**src/design/mcpid_pkg.sv**
```systemverilog
// ----------------------------------------------------------------------------
// mcpid_pkg
// Shared types and constants for the multi-channel PID speed loop.
// ----------------------------------------------------------------------------
package mcpid_pkg;

  localparam int unsigned ChannelsDefault = 4;
  localparam int unsigned QueueDepth      = 4;

  localparam int unsigned CfgIdxW = 3;
  localparam logic [CfgIdxW-1:0] REG_GAIN_P    = 3'd0;
  localparam logic [CfgIdxW-1:0] REG_GAIN_I    = 3'd1;
  localparam logic [CfgIdxW-1:0] REG_GAIN_D    = 3'd2;
  localparam logic [CfgIdxW-1:0] REG_FF_GAIN   = 3'd3;
  localparam logic [CfgIdxW-1:0] REG_OUT_LIMIT = 3'd4;
  localparam logic [CfgIdxW-1:0] REG_INT_LIMIT = 3'd5;

  localparam logic [14:0] OutLimitReset = 15'd1000;
  localparam logic [14:0] IntLimitReset = 15'd300;

  typedef enum logic [1:0] {
    KIND_STEP  = 2'd0,
    KIND_CLEAR = 2'd1,
    KIND_BAD   = 2'd2
  } kind_e;

  typedef struct packed {
    kind_e              kind;
    logic        [2:0]  ch;
    logic signed [16:0] err;
    logic signed [15:0] target;
  } entry_t;

  typedef struct packed {
    logic signed [15:0] gain_p;
    logic signed [15:0] gain_i;
    logic signed [15:0] gain_d;
    logic        [15:0] ff_gain;
    logic        [14:0] out_limit;
    logic        [14:0] int_limit;
  } cfg_t;

endpackage

```
**src/design/mcpid_front.sv**
```systemverilog
// ----------------------------------------------------------------------------
// mcpid_front
// Input stage: takes a beat, classifies it and forms the speed error.
// ----------------------------------------------------------------------------
module mcpid_front #(
  parameter int unsigned CHANNELS = mcpid_pkg::ChannelsDefault
) (
  input  logic                clk_i,
  input  logic                rst_ni,
  input  logic                s_axis_tvalid,
  output logic                s_axis_tready,
  input  logic [31:0]         s_axis_tdata,  // speed_target, speed_measured
  input  logic [3:0]          s_axis_tuser,  // channel, mode
  output logic                push_o,
  output mcpid_pkg::entry_t   entry_o,
  input  logic                full_i
);
  import mcpid_pkg::*;

  logic   front_valid_q;
  entry_t entry_q;
  entry_t entry_d;
  logic   take;

  assign s_axis_tready = !front_valid_q || !full_i;
  assign take          = s_axis_tvalid && s_axis_tready;
  assign push_o        = front_valid_q && !full_i;
  assign entry_o       = entry_q;

  always_comb begin
    entry_d.ch     = s_axis_tuser[2:0];
    entry_d.target = $signed(s_axis_tdata[15:0]);
    entry_d.err    = 17'($signed(s_axis_tdata[15:0])) - 17'($signed(s_axis_tdata[31:16]));
    if ({1'b0, s_axis_tuser[2:0]} >= 4'(CHANNELS)) begin
      entry_d.kind = KIND_BAD;
    end else if (s_axis_tuser[3]) begin
      entry_d.kind = KIND_CLEAR;
    end else begin
      entry_d.kind = KIND_STEP;
    end
  end

  always_ff @(posedge clk_i or negedge rst_ni) begin
    if (!rst_ni) begin
      front_valid_q <= 1'b0;
    end else if (take) begin
      front_valid_q <= 1'b1;
    end else if (push_o) begin
      front_valid_q <= 1'b0;
    end
  end

  always_ff @(posedge clk_i) begin
    if (take) begin
      entry_q <= entry_d;
    end
  end

endmodule

```
**src/design/mcpid_queue.sv**
```systemverilog
// ----------------------------------------------------------------------------
// mcpid_queue
// Small FIFO between the front stage and the compute pipeline.
// ----------------------------------------------------------------------------
module mcpid_queue (
  input  logic              clk_i,
  input  logic              rst_ni,
  input  logic              push_i,
  input  mcpid_pkg::entry_t entry_i,
  output logic              full_o,
  input  logic              pop_i,
  output logic              valid_o,
  output mcpid_pkg::entry_t entry_o
);
  import mcpid_pkg::*;

  localparam int unsigned AddrW = (QueueDepth > 1) ? $clog2(QueueDepth) : 1;
  localparam int unsigned PtrW  = AddrW + 1;

  entry_t          mem_q [QueueDepth];
  logic [PtrW-1:0] wr_ptr_q;
  logic [PtrW-1:0] rd_ptr_q;

  assign valid_o = wr_ptr_q != rd_ptr_q;
  assign full_o  = (wr_ptr_q[AddrW-1:0] == rd_ptr_q[AddrW-1:0]) &&
                   (wr_ptr_q[PtrW-1] != rd_ptr_q[PtrW-1]);
  assign entry_o = mem_q[rd_ptr_q[AddrW-1:0]];

  always_ff @(posedge clk_i or negedge rst_ni) begin
    if (!rst_ni) begin
      wr_ptr_q <= '0;
      rd_ptr_q <= '0;
    end else begin
      if (push_i && !full_o) begin
        wr_ptr_q <= wr_ptr_q + PtrW'(1);
      end
      if (pop_i && valid_o) begin
        rd_ptr_q <= rd_ptr_q + PtrW'(1);
      end
    end
  end

  always_ff @(posedge clk_i) begin
    if (push_i && !full_o) begin
      mem_q[wr_ptr_q[AddrW-1:0]] <= entry_i;
    end
  end

endmodule

```
**src/design/mcpid_back.sv**
```systemverilog
// ----------------------------------------------------------------------------
// mcpid_back
// Compute pipeline: per-channel state update, products, scaling and clamps.
// ----------------------------------------------------------------------------
module mcpid_back #(
  parameter int unsigned CHANNELS = mcpid_pkg::ChannelsDefault
) (
  input  logic              clk_i,
  input  logic              rst_ni,
  input  mcpid_pkg::cfg_t   cfg_i,
  input  logic              q_valid_i,
  input  mcpid_pkg::entry_t q_entry_i,
  output logic              pop_o,
  output logic              m_axis_tvalid,
  input  logic              m_axis_tready,
  output logic [15:0]       m_axis_tdata,  // drive
  output logic [0:0]        m_axis_tuser   // channel_ok
);
  import mcpid_pkg::*;

  localparam int unsigned ChIdxW = (CHANNELS > 1) ? $clog2(CHANNELS) : 1;

  // per-channel state
  logic signed [15:0] integ_q [CHANNELS];
  logic signed [16:0] prev_q  [CHANNELS];
  logic               first_q [CHANNELS];

  logic adv;

  // stage 1: state read-modify-write
  logic [ChIdxW-1:0]  idx;
  logic signed [17:0] isum;
  logic signed [17:0] ilim;
  logic signed [15:0] integ_d;
  logic signed [16:0] prev_eff;
  logic signed [17:0] deriv_d;

  logic               s1_valid_q;
  kind_e              s1_kind_q;
  logic signed [16:0] s1_err_q;
  logic signed [15:0] s1_integ_q;
  logic signed [17:0] s1_deriv_q;
  logic signed [15:0] s1_target_q;

  // stage 2: products
  logic               s2_valid_q;
  kind_e              s2_kind_q;
  logic signed [32:0] s2_mp_q;
  logic signed [31:0] s2_mi_q;
  logic signed [33:0] s2_md_q;
  logic signed [32:0] s2_mf_q;

  // stage 3: PID sum
  logic               s3_valid_q;
  kind_e              s3_kind_q;
  logic signed [35:0] s3_sum_q;
  logic signed [32:0] s3_mf_q;

  // stage 4: scale and clamp PID
  logic signed [35:0] sum_adj;
  logic signed [27:0] quo;
  logic signed [27:0] plim;
  logic signed [15:0] pid_d;
  logic               s4_valid_q;
  kind_e              s4_kind_q;
  logic signed [15:0] s4_pid_q;
  logic signed [32:0] s4_mf_q;

  // stage 5: add feedforward
  logic               s5_valid_q;
  kind_e              s5_kind_q;
  logic signed [33:0] s5_total_q;

  // output stage: clamp and scale total
  logic signed [33:0] tlim;
  logic signed [33:0] tclamp;
  logic signed [33:0] tadj;
  logic signed [15:0] drive_d;
  logic               out_valid_q;
  logic [15:0]        out_drive_q;
  logic               out_ok_q;

  assign adv   = !out_valid_q || m_axis_tready;
  assign pop_o = q_valid_i && adv;

  assign m_axis_tvalid   = out_valid_q;
  assign m_axis_tdata    = out_drive_q;
  assign m_axis_tuser[0] = out_ok_q;

  always_comb begin
    idx      = q_entry_i.ch[ChIdxW-1:0];
    isum     = 18'(integ_q[idx]) + 18'(q_entry_i.err);
    ilim     = $signed({3'b000, cfg_i.int_limit});
    if (isum > ilim) begin
      integ_d = 16'(ilim);
    end else if (isum < -ilim) begin
      integ_d = 16'(-ilim);
    end else begin
      integ_d = 16'(isum);
    end
    prev_eff = first_q[idx] ? q_entry_i.err : prev_q[idx];
    deriv_d  = 18'(q_entry_i.err) - 18'(prev_eff);
  end

  always_ff @(posedge clk_i or negedge rst_ni) begin
    if (!rst_ni) begin
      for (int k = 0; k < CHANNELS; k++) begin
        integ_q[k] <= '0;
        prev_q[k]  <= '0;
        first_q[k] <= 1'b1;
      end
    end else if (pop_o) begin
      unique case (q_entry_i.kind)
        KIND_STEP: begin
          integ_q[idx] <= integ_d;
          prev_q[idx]  <= q_entry_i.err;
          first_q[idx] <= 1'b0;
        end
        KIND_CLEAR: begin
          integ_q[idx] <= '0;
          prev_q[idx]  <= '0;
          first_q[idx] <= 1'b1;
        end
        default: begin
        end
      endcase
    end
  end

  always_comb begin
    sum_adj = s3_sum_q + (s3_sum_q[35] ? 36'sd255 : 36'sd0);
    quo     = 28'(sum_adj >>> 8);
    plim    = $signed({13'd0, cfg_i.out_limit});
    if (quo > plim) begin
      pid_d = 16'(plim);
    end else if (quo < -plim) begin
      pid_d = 16'(-plim);
    end else begin
      pid_d = 16'(quo);
    end
  end

  always_comb begin
    tlim = $signed({7'd0, cfg_i.out_limit, 12'd0});
    if (s5_total_q > tlim) begin
      tclamp = tlim;
    end else if (s5_total_q < -tlim) begin
      tclamp = -tlim;
    end else begin
      tclamp = s5_total_q;
    end
    tadj    = tclamp + (tclamp[33] ? 34'sd4095 : 34'sd0);
    drive_d = 16'(tadj >>> 12);
  end

  always_ff @(posedge clk_i or negedge rst_ni) begin
    if (!rst_ni) begin
      s1_valid_q  <= 1'b0;
      s2_valid_q  <= 1'b0;
      s3_valid_q  <= 1'b0;
      s4_valid_q  <= 1'b0;
      s5_valid_q  <= 1'b0;
      out_valid_q <= 1'b0;
    end else if (adv) begin
      s1_valid_q  <= q_valid_i;
      s2_valid_q  <= s1_valid_q;
      s3_valid_q  <= s2_valid_q;
      s4_valid_q  <= s3_valid_q;
      s5_valid_q  <= s4_valid_q;
      out_valid_q <= s5_valid_q;
    end
  end

  always_ff @(posedge clk_i) begin
    if (adv) begin
      s1_kind_q   <= q_entry_i.kind;
      s1_err_q    <= q_entry_i.err;
      s1_integ_q  <= integ_d;
      s1_deriv_q  <= deriv_d;
      s1_target_q <= q_entry_i.target;

      s2_kind_q   <= s1_kind_q;
      s2_mp_q     <= 33'(cfg_i.gain_p) * 33'(s1_err_q);
      s2_mi_q     <= 32'(cfg_i.gain_i) * 32'(s1_integ_q);
      s2_md_q     <= 34'(cfg_i.gain_d) * 34'(s1_deriv_q);
      s2_mf_q     <= 33'(s1_target_q) * 33'($signed({1'b0, cfg_i.ff_gain}));

      s3_kind_q   <= s2_kind_q;
      s3_sum_q    <= 36'(s2_mp_q) + 36'(s2_mi_q) + 36'(s2_md_q);
      s3_mf_q     <= s2_mf_q;

      s4_kind_q   <= s3_kind_q;
      s4_pid_q    <= pid_d;
      s4_mf_q     <= s3_mf_q;

      s5_kind_q   <= s4_kind_q;
      s5_total_q  <= (34'(s4_pid_q) <<< 12) + 34'(s4_mf_q);

      out_drive_q <= (s5_kind_q == KIND_STEP) ? drive_d : 16'd0;
      out_ok_q    <= s5_kind_q != KIND_BAD;
    end
  end

endmodule

```
**src/design/multi_channel_pid_speed_ff.sv**
```systemverilog
// ----------------------------------------------------------------------------
// multi_channel_pid_speed_ff
// Per-channel positional PID speed loop with feedforward and clamps.
// ----------------------------------------------------------------------------
// Usage:
//   Input stream (s_axis_*): one beat per control request. tuser carries the
//   channel and the mode (0 control step, 1 clear history), tdata the target
//   and measured speeds. Output stream (m_axis_*): one beat per input beat,
//   in order, with the drive value in tdata and channel_ok in tuser.
//   Configuration (cfg_*): register index and data, always ready; write only
//   while no request is in flight.
//   An accepted input beat passes the front register, queue, state update,
//   products, PID sum, PID clamp, feedforward add and output clamp, in that
//   order. One beat per cycle while m_axis_tready does not hold the pipeline;
//   the per-channel integral and previous error are updated in a single
//   stage, so requests to the same channel may follow each other directly.
//   Reset clears all channel history, sets gains and feedforward to zero and
//   the limits to 1000 (output) and 300 (integral).
//   When m_axis_tready is low the pipeline holds; the queue and front
//   register keep taking input beats until the queue fills.
// ----------------------------------------------------------------------------
module multi_channel_pid_speed_ff #(
  parameter int unsigned CHANNELS = mcpid_pkg::ChannelsDefault
) (
  input  logic                          clk_i,
  input  logic                          rst_ni,
  input  logic                          s_axis_tvalid,
  output logic                          s_axis_tready,
  input  logic [31:0]                   s_axis_tdata,  // speed_target, speed_measured
  input  logic [3:0]                    s_axis_tuser,  // channel, mode
  output logic                          m_axis_tvalid,
  input  logic                          m_axis_tready,
  output logic [15:0]                   m_axis_tdata,  // drive
  output logic [0:0]                    m_axis_tuser,  // channel_ok
  input  logic                          cfg_valid_i,
  output logic                          cfg_ready_o,
  input  logic [mcpid_pkg::CfgIdxW-1:0] cfg_index_i,
  input  logic [15:0]                   cfg_data_i
);
  import mcpid_pkg::*;

  cfg_t   cfg_q;
  logic   push;
  logic   full;
  logic   pop;
  logic   q_valid;
  entry_t front_entry;
  entry_t q_entry;

  assign cfg_ready_o = 1'b1;

  always_ff @(posedge clk_i or negedge rst_ni) begin
    if (!rst_ni) begin
      cfg_q.gain_p    <= '0;
      cfg_q.gain_i    <= '0;
      cfg_q.gain_d    <= '0;
      cfg_q.ff_gain   <= '0;
      cfg_q.out_limit <= OutLimitReset;
      cfg_q.int_limit <= IntLimitReset;
    end else if (cfg_valid_i && cfg_ready_o) begin
      unique case (cfg_index_i)
        REG_GAIN_P:    cfg_q.gain_p    <= $signed(cfg_data_i);
        REG_GAIN_I:    cfg_q.gain_i    <= $signed(cfg_data_i);
        REG_GAIN_D:    cfg_q.gain_d    <= $signed(cfg_data_i);
        REG_FF_GAIN:   cfg_q.ff_gain   <= cfg_data_i;
        REG_OUT_LIMIT: cfg_q.out_limit <= cfg_data_i[14:0];
        REG_INT_LIMIT: cfg_q.int_limit <= cfg_data_i[14:0];
        default: begin
        end
      endcase
    end
  end

  mcpid_front #(
    .CHANNELS (CHANNELS)
  ) u_front (
    .clk_i         (clk_i),
    .rst_ni        (rst_ni),
    .s_axis_tvalid (s_axis_tvalid),
    .s_axis_tready (s_axis_tready),
    .s_axis_tdata  (s_axis_tdata),
    .s_axis_tuser  (s_axis_tuser),
    .push_o        (push),
    .entry_o       (front_entry),
    .full_i        (full)
  );

  mcpid_queue u_queue (
    .clk_i   (clk_i),
    .rst_ni  (rst_ni),
    .push_i  (push),
    .entry_i (front_entry),
    .full_o  (full),
    .pop_i   (pop),
    .valid_o (q_valid),
    .entry_o (q_entry)
  );

  mcpid_back #(
    .CHANNELS (CHANNELS)
  ) u_back (
    .clk_i         (clk_i),
    .rst_ni        (rst_ni),
    .cfg_i         (cfg_q),
    .q_valid_i     (q_valid),
    .q_entry_i     (q_entry),
    .pop_o         (pop),
    .m_axis_tvalid (m_axis_tvalid),
    .m_axis_tready (m_axis_tready),
    .m_axis_tdata  (m_axis_tdata),
    .m_axis_tuser  (m_axis_tuser)
  );

endmodule

```
**config.mk**
```make
export PLATFORM = sky130hd
export DESIGN_NAME = multi_channel_pid_speed_ff
export DESIGN_NICKNAME = d
export VERILOG_FILES = /design/src/design/mcpid_pkg.sv /design/src/design/mcpid_front.sv /design/src/design/mcpid_queue.sv /design/src/design/mcpid_back.sv /design/src/design/multi_channel_pid_speed_ff.sv
export SDC_FILE = /design/constraint.sdc
export NUM_CORES = 2
export LEC_CHECK = 0
export BUFFER_PORTS_ARGS = -buffer_cell sky130_fd_sc_hd__clkbuf_2
export CORE_ASPECT_RATIO = 1.5
export CORE_MARGIN = 2
export CORE_UTILIZATION = 35
export CTS_CLUSTER_SIZE = 30
export DETAILED_ROUTE_END_ITERATION = 12
export GPL_TIMING_DRIVEN = 0
export HOLD_SLACK_MARGIN = 0.1
export PLACE_DENSITY_LB_ADDON = 0.05
export SYNTH_ARGS = -nofsm -noshare
export SYNTH_HDL_FRONTEND = slang
export SYNTH_SLANG_ARGS = --single-unit
```
**constraint.sdc**
```tcl
create_clock -name clk_i -period 14.8 [get_ports clk_i]
set_input_delay 2.96 -clock clk_i [delete_from_list [all_inputs] [get_ports clk_i]]
set_output_delay 2.96 -clock clk_i [all_outputs]
set_load 0.01 [all_outputs]
```
==> run metrics <==
status=complete, no violations; HPWL after DPL=just under 200000 µm; count of placed standard cells including taps=roughly 10000; post-synthesis async set-or-reset flop share=between 30 and 40%; largest family of logic cells by synthesized area=adder cells; most frequently used flop master after synthesis=edfxtp_1; cell area after technology mapping=78300 µm²; antenna violations before repair=23; area fraction in compound gates after synthesis=6.41%; count of H-tree levels built during CTS=3; standard-cell rows=about 210; Clk Latency, worst-skew pair=0.72 ns; Setup-failing EPs final=0; Cells after Synth=7333; post-synthesis to final-layout area growth=9.56%; library cell occupying the most area in the post-synthesis netlist=fa_1; DR WL/cell=~23 µm; min-delay worst type=reg2reg; number of cells traversed by the worst hold path=0; number of global-route vias before repair=56400; Least-Margin Pin Slew=1.23 ns; number of cells on the worst reg-to-reg path=28; count of input and output buffers=77; data required time of the worst path=about 15 ns; Via density=a little under 5; pin count of the biggest net entering global routing=approximately 120; remaining global-route overflow=0; final clock skew=roughly 0.064 ns; Final #Nets=~9000; wire length of the first global-routing pass=between 300000 and 400000 µm; largest stage delay on the critical path=~0.75 ns; die footprint=228000 µm²; router iterations before antenna repair=7; post-route ant nets=0; detailed router's first-iteration violation count=between 2000 and 3000; worst slew margin relative to its limit=around 17%; total number of vias=around 52000; cell seen most often among critical-path stages=clkbuf_1; clock transition time at the flip-flop clock pins of the worst setup and hold paths=0.06 ns; post-CTS setup-driven buffer insertion count=0; number of enable-type register cells in the synthesized netlist=roughly 560; final clock period utilization by the worst path=around 68%; adder-cell share of the synthesized area=36.8%; post-layout min period=10.02 ns; YS warnings=0; Pins Over Slew Limit=0; kind of critical path=reg2reg; net count after synthesis=9057; flops & latches, synth=approximately 810; setup repair after global routing missed its margin=no; total routing resource utilization after global routing=21.8%; count of fill cells added during filler insertion=~22000; number of distinct library cell variants in the gate-level netlist after synthesis=95; final number of hold-violating endpoints=0; core box area=between 200000 and 250000 µm²; Die Width=around 390 µm; share of final-layout standard cells stronger than drive strength 1=under 10%; number of buffers on the longest clock path=3; vertical die dimension=~580 µm; dominant cells by area after synthesis=fa_1 27%, edfxtp_1 22%, ha_1 9.6%; count of placed standard cells in the final layout, fillers left out=around 10000; parity-gate share of the synthesized area counting xor and xnor cells=around 3.1%; post-synthesis sequential area ratio=around 29%; post-detailed-route DRC marker count=0; clock buffers created by TritonCTS=a little under 90; mean post-synth cell area=10.7 µm²; clock tree root buffer cell=clkbuf_16; critical path startpoint category=flip-flop; Arrival @ worst endpoint=between 10 and 15 ns; CP max FO=10; multiplexer share of the synthesized area=4.30%; type of destination of the critical path=flip-flop; area share of the leading cell type in the synthesized netlist=~27%; starting density of the core=about a third; I/O pin cnt=80; Post-CTS Hold Fix Bufs=0; max-cap check violation count=0; wirelength, routed=244000 µm; post-synthesis simple-gate area fraction=about an eighth; highest clock frequency the design can meet=99.8 MHz; placer's final routability congestion estimate=a little under 0.9; Worst path slowest cell=a211oi_1; CTS tree=yes; # clock sinks=~810; post-cts gate resize count=0
==> state kept, by name, summed over array words and instances, names as in the netlist, 34 cells and up, named ones only <==
name and cells:
cfg_q 94, u_back.s2_md_q 34, u_back.prev_q 68, u_back.s5_total_q 34
u_back.s3_sum_q 35, u_queue.mem_q 148, u_front.entry_o 37, u_back.integ_q 64
==> synth_stat cells (10+ instances only) <==
| library cell | n |
|---|---|
| inv_1 | 1331 |
| fa_1 | 1061 |
| nand2_1 | 793 |
| ha_1 | 603 |
| edfxtp_1 | 562 |
| and2_1 | 542 |
| nor2_1 | 249 |
| o21ai_0 | 242 |
| dfrtp_1 | 229 |
| clkbuf_1 | 217 |
| xnor2_1 | 208 |
| a21oi_1 | 193 |
| mux2_2 | 117 |
| nor3_1 | 82 |
| a21o_1 | 80 |
| mux4_2 | 70 |
| xor2_1 | 62 |
| nand3_1 | 61 |
| nand2b_1 | 56 |
| mux2i_1 | 47 |
| nand4_1 | 44 |
| o21a_1 | 39 |
| nor2b_1 | 32 |
| o21bai_1 | 28 |
| a21boi_0 | 25 |
| a31oi_1 | 23 |
| or3_1 | 23 |
| and3_1 | 22 |
| o31ai_1 | 22 |
| a211oi_1 | 19 |
| buf_1 | 18 |
| nor4_1 | 17 |
| or2_2 | 15 |
| dfstp_2 | 14 |
| o211ai_1 | 12 |
| o41ai_1 | 10 |
==> per-layer routing <==
layer / track usage, % / up-vias / part of all wire, %
li1: - / 24000 / -
met1: 26.0 / 26700 / 40
met5: 0 / - / 0.012
met3: 1.99 / 323 / 3.3
met4: 7.99 / 4 / 3.8
met2: 40.6 / 1039 / 53
==> layout by cell type, fill, tap and decap left out, drive strengths merged, types with 23 or more instances in the layout <==
master,instances
xnor2,208
a21o,80
dfrtp,229
inv,1335
a21oi,194
nor2b,32
clkbuf,409
a31oi,23
fa,1061
mux4,70
nand4,44
nor3,83
ha,603
mux2i,47
clkinv,31
and2,544
nand2,794
buf,39
nand2b,56
or3,23
xor2,62
edfxtp,562
a21boi,26
nand3,61
o21ai,245
nor2,250
o21bai,28
mux2,117
o21a,39
==> area by class of cell <==
type	instances	area, µm²	share of cell area, %
well taps	2889	3610	4.22
clock buffers	115	2470	2.88
plain buffers	244	953	1.11
clock inverters	48	681	0.794
repair buffers	89	663	0.773
inverters	1336	5010	5.85
flip-flops and latches	805	23000	26.8
multi-input cells	4948	49400	57.6
diodes	12	30.0	0.0350
==> worst max-delay path, delay by kind of cell, from the launching register on <==
family / cells / cell delay [ns]
buffers and inverters: 7 / 3.51
AOI/OAI and AO/OA: 9 / 2.76
muxes: 3 / 1.39
and+or+nand+nor: 6 / 0.85
adders and majority gates: 3 / 0.67
DFF: 1 / 0.47
==> cell families after synthesis <==
kind of cell | Yosys count
AND/OR/NAND/NOR | 1982
adder cells (fa/ha/maj) | 1664
buffers and inverters | 1580
flip-flops | 805
AO/OA/AOI/OAI | 795
XOR/XNOR | 272
multiplexers | 234
other | 1
==> through the flow <==
step / setup slack (ns) / hold WS [ns] / cell area (µm²) / util [%] / TNS (ns)
6_report: 4.78 / 0.414 / 85800 / 38.6 / 0
5_1_grt: 4.10 / 0.422 / 85700 / 38.6 / 0
4_1_cts: 4.56 / 0.409 / 85700 / 38.6 / 0
3_5_place_dp: 4.61 / 0.405 / 82600 / 37.1 / 0
3_3_place_gp: -0.0853 / 0.404 / 82300 / 37.0 / -0.938
2_1_floorplan: 4.30 / 0.400 / 78300 / - / 0
==> final timing paths <==
kind / startpoint / end / slack [ns]
setup / recovery: u_queue.rd_ptr_q[0] / u_back.s1_integ_q[0] / 4.78
hold / removal: u_back.s4_kind_q[0] / u_back.s5_kind_q[0] / 0.41
hold reg to reg: u_back.s4_kind_q[0] / u_back.s5_kind_q[0] / 0.41
max in group asynchronous: rst_ni / cfg_q[41] / 11.42
setup reg to reg: u_queue.rd_ptr_q[0] / u_back.s1_integ_q[0] / 4.78
min in group asynchronous: rst_ni / u_back.integ_q[60] / 2.28
Power is left out: the tool's default activity adds up to more than one toggle a clock period on the data nets, which glitch-free logic cannot reach.
